$ cat src/sv/pps_pkg.sv
// Package for the preemptive priority scheduler: sizes, result and operation codes,
// and the microcode program with its control word layout.
// No dependencies; every other file of the block imports it.
`timescale 1ns / 1ps

package pps_pkg;

	localparam int PPS_READY_DEPTH = 16;
	localparam int PPS_TIME_BITS   = 16;
	localparam int KEY_W           = 16;   // priority in the upper byte, job id below

	localparam logic OP_ARRIVE = 1'b0;
	localparam logic OP_TICK   = 1'b1;

	localparam logic [1:0] K_SEGMENT  = 2'd0;
	localparam logic [1:0] K_COMPLETE = 2'd1;
	localparam logic [1:0] K_IDLE     = 2'd2;
	localparam logic [1:0] K_OVERFLOW = 2'd3;

	typedef logic [2:0] act_t;
	typedef logic [2:0] cond_t;
	typedef logic [2:0] step_t;

	// Datapath actions.
	localparam act_t A_WAIT     = 3'd0;
	localparam act_t A_SCAN     = 3'd1;
	localparam act_t A_FETCH    = 3'd2;
	localparam act_t A_ARRIVE   = 3'd3;
	localparam act_t A_COMPLETE = 3'd4;
	localparam act_t A_DISPATCH = 3'd5;
	localparam act_t A_ADVANCE  = 3'd6;
	localparam act_t A_NOP      = 3'd7;

	// Jump conditions; when the condition is false the program falls through.
	localparam cond_t C_NEVER     = 3'd0;
	localparam cond_t C_ALWAYS    = 3'd1;
	localparam cond_t C_NO_START  = 3'd2;
	localparam cond_t C_SCAN_MORE = 3'd3;
	localparam cond_t C_TICK      = 3'd4;

	// Program addresses.
	localparam step_t ST_WAIT     = 3'd0;
	localparam step_t ST_SCAN     = 3'd1;
	localparam step_t ST_FETCH    = 3'd2;
	localparam step_t ST_ARRIVE   = 3'd3;
	localparam step_t ST_COMPLETE = 3'd4;
	localparam step_t ST_DISPATCH = 3'd5;
	localparam step_t ST_ADVANCE  = 3'd6;

	typedef struct packed {
		act_t  act;
		cond_t cond;
		step_t target;
	} uword_t;

	typedef struct packed {
		logic start;
		logic scan_more;
		logic tick;
	} seq_flags_t;

	function automatic uword_t ucode(input step_t pc);
		uword_t w;
		case (pc)
			ST_WAIT:     w = '{A_WAIT,     C_NO_START,  ST_WAIT};
			ST_SCAN:     w = '{A_SCAN,     C_SCAN_MORE, ST_SCAN};
			ST_FETCH:    w = '{A_FETCH,    C_TICK,      ST_COMPLETE};
			ST_ARRIVE:   w = '{A_ARRIVE,   C_ALWAYS,    ST_WAIT};
			ST_COMPLETE: w = '{A_COMPLETE, C_NEVER,     ST_WAIT};
			ST_DISPATCH: w = '{A_DISPATCH, C_NEVER,     ST_WAIT};
			ST_ADVANCE:  w = '{A_ADVANCE,  C_ALWAYS,    ST_WAIT};
			default:     w = '{A_NOP,      C_ALWAYS,    ST_WAIT};
		endcase
		return w;
	endfunction

endpackage

$ cat src/sv/pps_sequencer.sv
// Microcode sequencer: step counter, program table lookup and conditional jumps.
// Depends on pps_pkg for the control word layout and the program.
`timescale 1ns / 1ps

module pps_sequencer import pps_pkg::*; (
	input  logic       clk,
	input  logic       arst_n,
	input  seq_flags_t flags,
	output act_t       act,
	output logic       busy
);

	step_t  pc_q;
	uword_t word;
	logic   take;

	assign word = ucode(pc_q);
	assign act  = word.act;
	assign busy = (pc_q != ST_WAIT);

	always_comb begin
		case (word.cond)
			C_NEVER:     take = 1'b0;
			C_ALWAYS:    take = 1'b1;
			C_NO_START:  take = !flags.start;
			C_SCAN_MORE: take = flags.scan_more;
			C_TICK:      take = flags.tick;
			default:     take = 1'b1;
		endcase
	end

	always_ff @(posedge clk or negedge arst_n) begin
		if (!arst_n) begin
			pc_q <= ST_WAIT;
		end else if (take) begin
			pc_q <= word.target;
		end else begin
			pc_q <= pc_q + step_t'(1);
		end
	end

endmodule

$ cat src/sv/pps_ready_table.sv
// Ready table: valid flags, key and time memories, and the scan that finds the lowest
// free entry and the most urgent ready entry, one entry per cycle.
// Depends on pps_pkg for action codes and the key width.
`timescale 1ns / 1ps

module pps_ready_table import pps_pkg::*; #(
	parameter int READY_DEPTH = PPS_READY_DEPTH,
	parameter int TIME_BITS   = PPS_TIME_BITS
) (
	input  logic                   clk,
	input  logic                   arst_n,
	input  act_t                   act,
	input  logic                   wr_en,
	input  logic [KEY_W-1:0]       wr_key,
	input  logic [3*TIME_BITS-1:0] wr_times,
	input  logic                   clr_en,
	output logic                   scan_more,
	output logic                   free_found,
	output logic                   best_found,
	output logic [KEY_W-1:0]       best_key,
	output logic [3*TIME_BITS-1:0] best_times
);

	localparam int IW = (READY_DEPTH > 1) ? $clog2(READY_DEPTH) : 1;
	localparam int CW = $clog2(READY_DEPTH + 1);
	localparam logic [CW-1:0] DEPTH_C = CW'(READY_DEPTH);

	logic [KEY_W-1:0]       key_mem [READY_DEPTH];
	logic [3*TIME_BITS-1:0] times_mem [READY_DEPTH];
	logic [READY_DEPTH-1:0] valid_q;

	logic [CW-1:0]          cnt_q;
	logic [CW-1:0]          prev_cnt;
	logic [IW-1:0]          eval_idx;
	logic [KEY_W-1:0]       key_rd_q;
	logic [3*TIME_BITS-1:0] times_rd_q;
	logic                   free_found_q;
	logic                   best_found_q;
	logic [IW-1:0]          free_idx_q;
	logic [IW-1:0]          best_idx_q;
	logic [KEY_W-1:0]       best_key_q;
	logic                   evaluating;
	logic                   take_free;
	logic                   take_best;

	// The key read issued at count c is registered and judged as entry c once the count is c+1.
	assign prev_cnt   = cnt_q - CW'(1);
	assign eval_idx   = prev_cnt[IW-1:0];
	assign scan_more  = (cnt_q != DEPTH_C);
	assign evaluating = (act == A_SCAN) && (cnt_q != '0);
	assign take_free  = evaluating && !valid_q[eval_idx] && !free_found_q;
	assign take_best  = evaluating && valid_q[eval_idx]
	                    && (!best_found_q || (key_rd_q < best_key_q));

	assign free_found = free_found_q;
	assign best_found = best_found_q;
	assign best_key   = best_key_q;
	assign best_times = times_rd_q;

	always_ff @(posedge clk or negedge arst_n) begin
		if (!arst_n) begin
			cnt_q        <= '0;
			free_found_q <= 1'b0;
			best_found_q <= 1'b0;
			valid_q      <= '0;
		end else begin
			if (act == A_WAIT) begin
				cnt_q        <= '0;
				free_found_q <= 1'b0;
				best_found_q <= 1'b0;
			end else if (act == A_SCAN) begin
				if (scan_more) begin
					cnt_q <= cnt_q + CW'(1);
				end
				if (take_free) begin
					free_found_q <= 1'b1;
				end
				if (take_best) begin
					best_found_q <= 1'b1;
				end
			end
			if (wr_en) begin
				valid_q[free_idx_q] <= 1'b1;
			end else if (clr_en) begin
				valid_q[best_idx_q] <= 1'b0;
			end
		end
	end

	always_ff @(posedge clk) begin
		if (take_free) begin
			free_idx_q <= eval_idx;
		end
		if (take_best) begin
			best_idx_q <= eval_idx;
			best_key_q <= key_rd_q;
		end
	end

	always_ff @(posedge clk) begin
		if (act == A_SCAN && scan_more) begin
			key_rd_q <= key_mem[cnt_q[IW-1:0]];
		end
		if (wr_en) begin
			key_mem[free_idx_q] <= wr_key;
		end
	end

	always_ff @(posedge clk) begin
		if (act == A_FETCH) begin
			times_rd_q <= times_mem[best_idx_q];
		end
		if (wr_en) begin
			times_mem[free_idx_q] <= wr_times;
		end
	end

endmodule

$ cat src/sv/pps_job_unit.sv
// Job unit: command latch, clock, running job registers, preemption and completion
// arithmetic, and the registered result outputs.
// Depends on pps_pkg for action, operation and result codes.
`timescale 1ns / 1ps

module pps_job_unit import pps_pkg::*; #(
	parameter int TIME_BITS = PPS_TIME_BITS
) (
	input  logic                   clk,
	input  logic                   arst_n,
	input  act_t                   act,
	input  logic                   start,
	input  logic                   operation,
	input  logic [7:0]             job_id,
	input  logic [7:0]             job_priority,
	input  logic [15:0]            job_burst,
	input  logic                   free_found,
	input  logic                   best_found,
	input  logic [KEY_W-1:0]       best_key,
	input  logic [3*TIME_BITS-1:0] best_times,
	output logic                   op_tick,
	output logic                   wr_en,
	output logic [KEY_W-1:0]       wr_key,
	output logic [3*TIME_BITS-1:0] wr_times,
	output logic                   clr_en,
	output logic                   done,
	output logic [1:0]             kind,
	output logic [7:0]             out_job,
	output logic [15:0]            segment_start,
	output logic [15:0]            event_time,
	output logic [15:0]            turnaround,
	output logic [15:0]            waiting,
	output logic                   last
);

	localparam int TW = TIME_BITS;

	logic          op_q;
	logic [7:0]    id_q;
	logic [7:0]    pri_q;
	logic [TW-1:0] burst_q;

	logic             run_valid_q;
	logic [KEY_W-1:0] run_key_q;
	logic [TW-1:0]    run_arr_q;
	logic [TW-1:0]    run_burst_q;
	logic [TW-1:0]    run_left_q;
	logic [TW-1:0]    seg_q;
	logic [TW-1:0]    now_q;

	logic [TW-1:0] now_next;
	logic [TW-1:0] ta;
	logic [TW-1:0] wt;
	logic          preempt;
	logic          finishing;

	logic          emit;
	logic [1:0]    res_kind;
	logic [7:0]    res_job;
	logic [TW-1:0] res_start;
	logic [TW-1:0] res_event;
	logic [TW-1:0] res_ta;
	logic [TW-1:0] res_wt;
	logic          res_last;

	logic          done_q;
	logic [1:0]    kind_q;
	logic [7:0]    out_job_q;
	logic [15:0]   segment_start_q;
	logic [15:0]   event_time_q;
	logic [15:0]   turnaround_q;
	logic [15:0]   waiting_q;
	logic          last_q;

	assign now_next  = now_q + TW'(1);
	assign ta        = now_q - run_arr_q;
	assign wt        = ta - run_burst_q;
	// A job with no time left is never displaced; it completes on the next tick.
	assign preempt   = run_valid_q && (run_left_q != '0) && (pri_q < run_key_q[15:8]);
	assign finishing = run_valid_q && (run_left_q == '0);

	assign op_tick  = (op_q == OP_TICK);
	assign wr_en    = (act == A_ARRIVE) && free_found;
	assign wr_key   = preempt ? run_key_q : {pri_q, id_q};
	assign wr_times = preempt ? {run_arr_q, run_burst_q, run_left_q}
	                          : {now_q, burst_q, burst_q};
	assign clr_en   = (act == A_DISPATCH) && !run_valid_q && best_found;

	always_comb begin
		emit      = 1'b0;
		res_kind  = K_SEGMENT;
		res_job   = run_key_q[7:0];
		res_start = seg_q;
		res_event = now_q;
		res_ta    = '0;
		res_wt    = '0;
		res_last  = 1'b1;
		case (act)
			A_ARRIVE: begin
				if (!free_found) begin
					emit      = 1'b1;
					res_kind  = K_OVERFLOW;
					res_job   = id_q;
					res_start = now_q;
				end else if (preempt && (now_q != seg_q)) begin
					emit = 1'b1;
				end
			end
			A_COMPLETE: begin
				// An idle result follows unless a ready job takes over.
				emit     = finishing;
				res_kind = K_COMPLETE;
				res_ta   = ta;
				res_wt   = wt;
				res_last = best_found;
			end
			A_ADVANCE: begin
				emit      = !run_valid_q;
				res_kind  = K_IDLE;
				res_job   = '0;
				res_start = now_q;
				res_event = now_next;
			end
			default: begin
				emit = 1'b0;
			end
		endcase
	end

	always_ff @(posedge clk) begin
		if (act == A_WAIT && start) begin
			op_q    <= operation;
			id_q    <= job_id;
			pri_q   <= job_priority;
			burst_q <= TW'(job_burst);
		end
	end

	always_ff @(posedge clk or negedge arst_n) begin
		if (!arst_n) begin
			now_q       <= '0;
			run_valid_q <= 1'b0;
			run_key_q   <= '0;
			run_arr_q   <= '0;
			run_burst_q <= '0;
			run_left_q  <= '0;
			seg_q       <= '0;
		end else begin
			case (act)
				A_ARRIVE: begin
					if (free_found && preempt) begin
						run_key_q   <= {pri_q, id_q};
						run_arr_q   <= now_q;
						run_burst_q <= burst_q;
						run_left_q  <= burst_q;
						seg_q       <= now_q;
					end
				end
				A_COMPLETE: begin
					if (finishing) begin
						run_valid_q <= 1'b0;
					end
				end
				A_DISPATCH: begin
					if (!run_valid_q && best_found) begin
						run_valid_q <= 1'b1;
						run_key_q   <= best_key;
						{run_arr_q, run_burst_q, run_left_q} <= best_times;
						seg_q       <= now_q;
					end
				end
				A_ADVANCE: begin
					if (!run_valid_q) begin
						now_q <= now_next;
					end else if (run_left_q != '0) begin
						run_left_q <= run_left_q - TW'(1);
						now_q      <= now_next;
					end
				end
				default: begin
					now_q <= now_q;
				end
			endcase
		end
	end

	always_ff @(posedge clk or negedge arst_n) begin
		if (!arst_n) begin
			done_q <= 1'b0;
		end else begin
			done_q <= emit;
		end
	end

	always_ff @(posedge clk) begin
		if (emit) begin
			kind_q          <= res_kind;
			out_job_q       <= res_job;
			segment_start_q <= 16'(res_start);
			event_time_q    <= 16'(res_event);
			turnaround_q    <= 16'(res_ta);
			waiting_q       <= 16'(res_wt);
			last_q          <= res_last;
		end
	end

	assign done          = done_q;
	assign kind          = kind_q;
	assign out_job       = out_job_q;
	assign segment_start = segment_start_q;
	assign event_time    = event_time_q;
	assign turnaround    = turnaround_q;
	assign waiting       = waiting_q;
	assign last          = last_q;

endmodule

$ cat src/sv/preemptive_priority_scheduler.sv
// Channel   Handshake             Ports
// command   start while !busy     operation, job_id, job_priority, job_burst
// result    done, one cycle       kind, out_job, segment_start, event_time,
//                                 turnaround, waiting, last
//
// An arrival runs the scan, fetch and arrive steps, a tick the scan, fetch, complete,
// dispatch and advance steps, before busy falls; the ready table scan, one key memory
// read per cycle, sets their length. Results leave from a register in the cycle after
// the step that makes them; a tick's two results come from complete and advance.
// Reset needs no clearing pass: the valid flags of the ready table clear at once.
// The receiver cannot stall; done shows every result for exactly one cycle.
//
// Top level of the preemptive priority scheduler. Depends on pps_pkg, pps_sequencer,
// pps_ready_table and pps_job_unit.
`timescale 1ns / 1ps

module preemptive_priority_scheduler import pps_pkg::*; #(
	parameter int READY_DEPTH = PPS_READY_DEPTH,
	parameter int TIME_BITS   = PPS_TIME_BITS
) (
	input  logic        clk,
	input  logic        arst_n,
	input  logic        start,
	output logic        busy,
	input  logic        operation,
	input  logic [7:0]  job_id,
	input  logic [7:0]  job_priority,
	input  logic [15:0] job_burst,
	output logic        done,
	output logic [1:0]  kind,
	output logic [7:0]  out_job,
	output logic [15:0] segment_start,
	output logic [15:0] event_time,
	output logic [15:0] turnaround,
	output logic [15:0] waiting,
	output logic        last
);

	act_t                   act;
	seq_flags_t             flags;
	logic                   scan_more;
	logic                   op_tick;
	logic                   wr_en;
	logic [KEY_W-1:0]       wr_key;
	logic [3*TIME_BITS-1:0] wr_times;
	logic                   clr_en;
	logic                   free_found;
	logic                   best_found;
	logic [KEY_W-1:0]       best_key;
	logic [3*TIME_BITS-1:0] best_times;

	assign flags = '{start: start, scan_more: scan_more, tick: op_tick};

	pps_sequencer u_seq (
		.clk    (clk),
		.arst_n (arst_n),
		.flags  (flags),
		.act    (act),
		.busy   (busy)
	);

	pps_ready_table #(
		.READY_DEPTH (READY_DEPTH),
		.TIME_BITS   (TIME_BITS)
	) u_table (
		.clk        (clk),
		.arst_n     (arst_n),
		.act        (act),
		.wr_en      (wr_en),
		.wr_key     (wr_key),
		.wr_times   (wr_times),
		.clr_en     (clr_en),
		.scan_more  (scan_more),
		.free_found (free_found),
		.best_found (best_found),
		.best_key   (best_key),
		.best_times (best_times)
	);

	pps_job_unit #(
		.TIME_BITS (TIME_BITS)
	) u_job (
		.clk           (clk),
		.arst_n        (arst_n),
		.act           (act),
		.start         (start),
		.operation     (operation),
		.job_id        (job_id),
		.job_priority  (job_priority),
		.job_burst     (job_burst),
		.free_found    (free_found),
		.best_found    (best_found),
		.best_key      (best_key),
		.best_times    (best_times),
		.op_tick       (op_tick),
		.wr_en         (wr_en),
		.wr_key        (wr_key),
		.wr_times      (wr_times),
		.clr_en        (clr_en),
		.done          (done),
		.kind          (kind),
		.out_job       (out_job),
		.segment_start (segment_start),
		.event_time    (event_time),
		.turnaround    (turnaround),
		.waiting       (waiting),
		.last          (last)
	);

	// A result only comes out of work on a command.
	a_done_after_busy: assert property (@(posedge clk) disable iff (!arst_n)
		done |-> $past(busy))
		else $error("result transfer without a command in progress");

	// Only a completion can be followed by a second result.
	a_first_is_complete: assert property (@(posedge clk) disable iff (!arst_n)
		(done && !last) |-> (kind == K_COMPLETE))
		else $error("non-final result that is not a completion");

	// The idle result that follows a completion comes from the advance step, after the dispatch step, and ends the item.
	a_second_follows: assert property (@(posedge clk) disable iff (!arst_n)
		(done && !last) |-> ##2 (done && last && kind == K_IDLE))
		else $error("second result of a tick missing");

	// A command transfer always starts the program.
	a_start_takes: assert property (@(posedge clk) disable iff (!arst_n)
		(start && !busy) |=> busy)
		else $error("command transfer did not start the sequencer");

endmodule
$ cat config.mk
export PLATFORM = sky130hd
export DESIGN_NAME = preemptive_priority_scheduler
export DESIGN_NICKNAME = d
export VERILOG_FILES = /design/src/sv/pps_pkg.sv /design/src/sv/pps_sequencer.sv /design/src/sv/pps_ready_table.sv /design/src/sv/pps_job_unit.sv /design/src/sv/preemptive_priority_scheduler.sv
export SDC_FILE = /design/constraint.sdc
export NUM_CORES = 2
export LEC_CHECK = 0
export ABC_AREA = 1
export BUFFER_PORTS_ARGS = -buffer_cell sky130_fd_sc_hd__buf_4
export CAP_MARGIN = 20
export CORE_ASPECT_RATIO = 0.5
export CORE_MARGIN = 10
export CORE_UTILIZATION = 45
export CTS_CLUSTER_SIZE = 28
export DETAILED_ROUTE_END_ITERATION = 6
export GPL_TIMING_DRIVEN = 0
export RECOVER_POWER = 25
export SLEW_MARGIN = 25
export SYNTH_ARGS = -nofsm -noshare
export SYNTH_HDL_FRONTEND = slang
export SYNTH_SLANG_ARGS = --single-unit
export TNS_END_PERCENT = 30
$ cat constraint.sdc
create_clock -name clk -period 8.2 [get_ports clk]
set_input_delay 0.82 -clock clk [delete_from_list [all_inputs] [get_ports clk]]
set_output_delay 0.82 -clock clk [all_outputs]
set_load 0.02 [all_outputs]
Word level (Yosys, flattened, before mapping) --
Memory sizes are Yosys's and may differ from the RTL's. A register that Yosys moved wholly into a read port is not among the register bits. Cells that the tools add are included.
Word-level totals: bits in registers 256, latch bits 0, RAM bits 1024, bits in read-only memories 0, input bits 36, output and inout port bits 77, word-level logic and storage cells 169, memories kept 2
Memory list:
- u_table.times_mem | depth 16, width 48, rd ports 1, clocked after memory_dff 1, write ports 1, line pps_ready_table.sv:29 | logic [3*TIME_BITS-1:0] times_mem [READY_DEPTH];
- u_table.key_mem | depth 16, width 16, rd ports 1, clocked after memory_dff 1, write ports 1, line pps_ready_table.sv:28 | logic [KEY_W-1:0] key_mem [READY_DEPTH];
Cells by class: add/sub/neg operators 7, $mul 0, divide/modulo/power cells 0, magnitude comparators 7, equal/unequal tests 23, shift-type cells 0, muxes and demuxes 54, bitwise gates (word level) 3, reductions and logical operators 46
Operators by type and width (count):
- $mux 16 | 17
- $pmux 16 s2 | 5
- $pmux 9 s7 | 1
- $mux 48 | 1
- $pmux 16 s3 | 1
- $sub 16x16->16 | 2
- $eq 3x3->1 const B | 7
- $eq 3x2->1 const B | 6
- $logic_and 1x1->1 | 18
- $add 16x1->16 const B | 1
- $and 16x16->16 | 1
- $logic_not 16->1 | 1
- $lt 16x16->1 | 1
- $ne 16x16->1 | 1
- $not 16->16 | 1
- $or 16x16->16 | 1
- $pmux 8 s2 | 1
- $reduce_bool 16->1 | 1
- $sub 16x1->16 const B | 1
- $lt 4x5->1 const B | 3
- $mux 1 | 15
- $mux 5 | 3
- $reduce_bool 2->1 | 7
- $logic_not 3->1 | 3
- other kinds (25) | 41

Longest topological paths before layout --
word-level depth 9, depth in mapped cells 21, mapped depth without buffers 21

By module --
Synthesis repeated with hierarchy kept, for this count alone.
Unflattened totals: cells, all modules 4153, area total of the unflattened synthesis 54557.3 µm²
By module, submodules not included:
- pps_ready_table | instances 1, cells each 2637, area an instance 42116.6 µm², seq. area each 33967.6 µm²
- pps_job_unit | instances 1, cells each 1469, area an instance 12104.1 µm², seq. area each 5695.5 µm²
- pps_sequencer | instances 1, cells each 47, area an instance 336.6 µm², seq. area each 75.1 µm²

Worst setup path after synthesis --
No wires, ideal clock.
path kind register -> register, start register u_seq.pc_q[1], end memory u_table.key_mem[0][0] (enable), library setup time 488 ps, data arrival time 4108 ps, required time 7712 ps, path slack 3604 ps, stages on the path, launching flop included 9, path buffers 0, period minus slack after synthesis 4596 ps, cells stage by stage dfrtp_1 inv_1 ha_1 inv_2 o31ai_2 nand2_1 inv_2 nand3_1 nor2_1
On the way: longest elaborated chain between the ends 6, elaborated cells on any way between the ends 12, those cells by class eq/ne (7); mux (3); reduce/logical (2)
RTL lines:
- start, declared | line pps_sequencer.sv:13 | step_t pc_q;
- start signal, assigned | line pps_sequencer.sv:36 | pc_q <= word.target;
- start signal, assigned | line pps_sequencer.sv:38 | pc_q <= pc_q + step_t'(1);
- $eq 3x3->1 (tied with other cells) | line pps_pkg.sv:64 | case (pc)
- $pmux 9 s7 (*) | line pps_pkg.sv:64
- $eq 3x2->1 (*) | line pps_job_unit.sv:83 | assign wr_en = (act == A_ARRIVE) && free_found;
- $logic_and 1x1->1 (*) | line pps_job_unit.sv:83
- $mux 1 (*) | line pps_ready_table.sv:104 | if (wr_en) begin
- $mux 1 (not written as such) (*) | line pps_ready_table.sv:105 | key_mem[free_idx_q] <= wr_key;
- end, declared | line pps_ready_table.sv:28
Mark *: on every way between the ends. The rest lies on a longest branch, timed or not.

Final worst setup path --
start register u_seq.pc_q[1], end memory u_table.times_mem[1][14] in the netlist's numbering (enable)
On the way: longest elaborated chain between the ends 6, elaborated cells on any way between the ends 12, those cells by class eq/ne (7); mux (3); reduce/logical (2)
RTL lines:
- $eq 3x3->1 (tied with other cells) | line pps_pkg.sv:64
- $pmux 9 s7 (*) | line pps_pkg.sv:64
- $eq 3x2->1 (*) | line pps_job_unit.sv:83
- $logic_and 1x1->1 (*) | line pps_job_unit.sv:83
- $mux 1 (*) | line pps_ready_table.sv:113 | if (wr_en) begin
- $mux 1 (not written as such) (*) | line pps_ready_table.sv:114 | times_mem[free_idx_q] <= wr_times;
- end, declared | line pps_ready_table.sv:29
Marked as above.

==> impl_metrics.py <==
metrics = {
    "status": {
        "outcome": "finished, violations left",
        "failed_checks": "capacitance limit, slew limit",
    },
    "drt": {
        "drt_iter0_markers": 4633,
        "first_pass_iters": 7,
        "vias": 36600,
        "ant_nets": 0,
        "wl_mm": 168,
        "drc": 0,
        "vias_per_cell": 5.88,
        "wl_per_cell_um": 27.0,
    },
    "timing": {
        "finalCritPeriodShare": 0.649,
        "drv_slew": 216,
        "worst_pin_slew_ns": 5.01,
        "maxClockFrequency_mhz": 188,
        "hold_viol_final": 0,
        "final-setup-viol-count": 0,
        "period_needed_ns": 5.32,
        "whs_ns": 0.255,
        "max-slew-margin-rel": -2.34,
        "finClkSkew_ns": 0.0390,
        "rsz0062_at_grt": "false",
    },
    "worst_setup_path": {
        "slowest_delay_ns": 1.03,
        "path_cells": "inv_1 -> ha_1 -> inv_1 -> o31ai_1 -> nand2_1 -> inv_1 -> nand3_1 -> nor2_1 -> clkbuf_1 -> buf_16 -> buf_12 -> buf_16",
        "cp.required_ns": 8.65,
        "cp_common_cell": "inv_1",
        "slowest_stage": "clkbuf_1",
        "endpoint_kind": "register",
        "critPathTopFamily": "buffers and inverters",
        "start_kind": "register",
        "critPathBufInv": 7,
        "arrival_ns": 5.77,
        "critical_path_class": "reg2reg",
        "cp_max_fo": 17,
    },
    "synth": {
        "syn_nets": 4286,
        "async_reset_ff_frac": 0.0923,
        "yosys.area.top_type": "edfxtp_1",
        "synthDistinctLibCells": 49,
        "synthFlopType": "edfxtp_1",
        "syn_inst": 4186,
        "ys_seq_area_frac": 0.734,
        "synth_warnings": 0,
        "synth.cell_area_mm2": 0.0541,
        "synth_top_area_frac": 0.677,
        "synth_edf_count": 1220,
        "ys_ff_latch": 1344,
        "syn-mean-instance-area_um2": 12.9,
        "yosys-top-cells-area": "edfxtp_1 (68%), nand2_1 (6.3%), dfrtp_1 (5.7%), a22oi_1 (5.4%), o21ai_0 (3.1%)",
    },
    "clock_tree": {
        "clk_pin_slew_ns": 0.07,
        "htree_levels": 3,
        "cts_buffers": 114,
        "insertion_delay_ns": 0.76,
        "clock-sinks": 1344,
        "post_cts_buffers": 0,
        "ctsResizeCount": 0,
        "clockBufferDepth": 3,
        "cts_hold_buf": 0,
        "root_buffer": "clkbuf_16",
        "cts_tree": "yes",
    },
    "flow_run": {
        "drv_cap": 13,
    },
    "global_route": {
        "antenna_found_initial": 5,
        "grt_pass1_wl_mm": 244,
        "use_met2": 0.380,
        "grt_pass1_vias": 35900,
        "gr-max-usage-layer": "met2",
        "grt_start_max_net_pins": 77,
        "grtUsageMet1": 0.344,
        "overflow": 0,
        "grt_usage": 0.242,
        "met3_usage": 0.0433,
    },
    "placed_design": {
        "dp_cells": 6004,
        "dpl.hpwl_mm": 119,
        "portBuffers": 112,
        "gp_congestion": 0.923,
    },
    "floorplanning": {
        "core-area_mm2": 0.119,
        "die_x_um": 510,
        "fp.dieArea_mm2": 0.135,
        "ioPinCount": 113,
        "start_util": 0.456,
        "dieHeight_um": 265,
        "row_count": 89,
    },
    "power": {
        "power_density_mw_per_mm2": 383,
        "static-leakage-power_nw": 21.9,
        "irDropWorstVdd_v": 0.000317,
    },
    "final_layout": {
        "seqCellArea_mm2": 0.0397,
        "fill_cells": 10100,
        "drive_gt1_frac": 0.0858,
        "top_register": "u_table.times_mem",
        "nNetsFinal": 4628,
        "largest_reg_flops": 768,
        "stdcell_count": 6220,
        "syn2layout_area_growth_pct": 15.5,
        "multi_input_area_mm2": 0.0128,
    },
    "min_path": {
        "worstHoldPathType": "in2reg",
    },
}
==> worst paths after layout <==
check | slack [ns] | endpoint | from | cells past startpoint
min | 0.25 | u_job.burst_q[12]$_DFFE_PP_ | job_burst[12] | 1
max reg2reg | 2.88 | u_table.times_mem[1][14]$_DFFE_PP_ | u_seq.pc_q[1]$_DFF_PN0_ | 12
max | 2.88 | u_table.times_mem[1][14]$_DFFE_PP_ | u_seq.pc_q[1]$_DFF_PN0_ | 12
min reg2reg | 0.46 | u_table.best_key[7]$_DFFE_PP_ | u_table.key_rd_q[7]$_DFFE_PP_ | 0
min in group asynchronous | 2.13 | u_job.run_burst_q[9]$_DFFE_PN0P_ | arst_n | 2
max in group asynchronous | 3.22 | u_job.done$_DFF_PN0_ | arst_n | 2
==> per-layer routing <==
metal	up-vias	routed length (um)	share of wire
met1	18400	70900	0.42
met5	-	7	0.000042
met4	2	5640	0.034
met3	331	15200	0.091
li1	16000	-	-
met2	1821	76400	0.45
==> kinds of logic after synthesis <==
family,after synthesis,synth area share
simple gates,1366,0.103
flops,1344,0.734
compound gates,937,0.108
buf+inv,432,0.0324
fa+ha+maj,64,0.0151
xor+xnor,43,0.00696
==> power breakdown <==
| group | internal (W) | switching [W] |
|---|---|---|
| registers | 0.00874 | 0.000303 |
| logic | 0.00252 | 0.00676 |
| clock network | 0.00308 | 0.00256 |
==> cell type report <==
cell class | instances | share of cell area
Sequential cell | 1344 | 0.636
Multi-Input combinational cell | 2410 | 0.204
Clock inverter | 74 | 0.0128
Clock buffer | 140 | 0.0479
Antenna cell | 2 | 0.0000801
Tap cell | 1592 | 0.0319
Buffer | 222 | 0.0146
Inverter | 210 | 0.0126
Timing Repair Buffer | 226 | 0.0399
==> layout by cell type (no fill, tap or decap), types with 22 or more instances in the layout <==
cell       instances
inv_1            203
nand3_1           93
clkbuf_1         295
buf_4             26
o21ai_0          309
o21ai_1           34
ha_1              62
clkinv_2          22
nor2_1           257
o21ai_2           37
o22ai_1           65
xor2_1            30
nand4_1           73
dfrtp_1          124
clkbuf_4          33
a21oi_1           68
clkbuf_16        115
buf_6             25
buf_16            39
edfxtp_1        1220
nand2_1          905
a22oi_1          386
==> cell usage after synthesis (all sizes together), types with 2 or more instances <==
cell type / number
fa: 2
a21oi: 70
clkbuf: 171
ha: 62
clkinv: 3
nand2: 907
a21boi: 4
a22oi: 386
nand3: 96
nor3: 18
o211ai: 4
o21ai: 380
buf: 51
o21bai: 3
a2bb2oi: 16
xnor2: 13
nor2: 261
xor2: 30
a21o: 3
nor3b: 2
nand4: 73
dfrtp: 124
nand3b: 5
edfxtp: 1220
inv: 207
o22ai: 65
==> worst register-to-register path: stages (launching register included) <==
cell and delay [ns]:
dfrtp_1 0.42, inv_1 0.13, ha_1 0.24, inv_1 0.09, o31ai_1 0.85, nand2_1 0.18
inv_1 0.27, nand3_1 0.22, nor2_1 0.87, clkbuf_1 1.03, buf_16 0.27, buf_12 0.23
buf_16 0.19
==> per-stage QoR <==
stage               power (W)  utilization  worst slack, ns  setup TNS, ns  instance area [um2]
global placement       0.0180        0.480           -0.767        -341.09                56900
CTS                    0.0240        0.533             3.89              0                63200
finish                 0.0240        0.527             2.88              0                62500
floorplan              0.0147            -             3.60              0                54100
detailed placement     0.0184        0.501             3.94              0                59400
global route           0.0252        0.527             2.41              0                62500
Note: power is estimated with default switching activity, not from simulation.
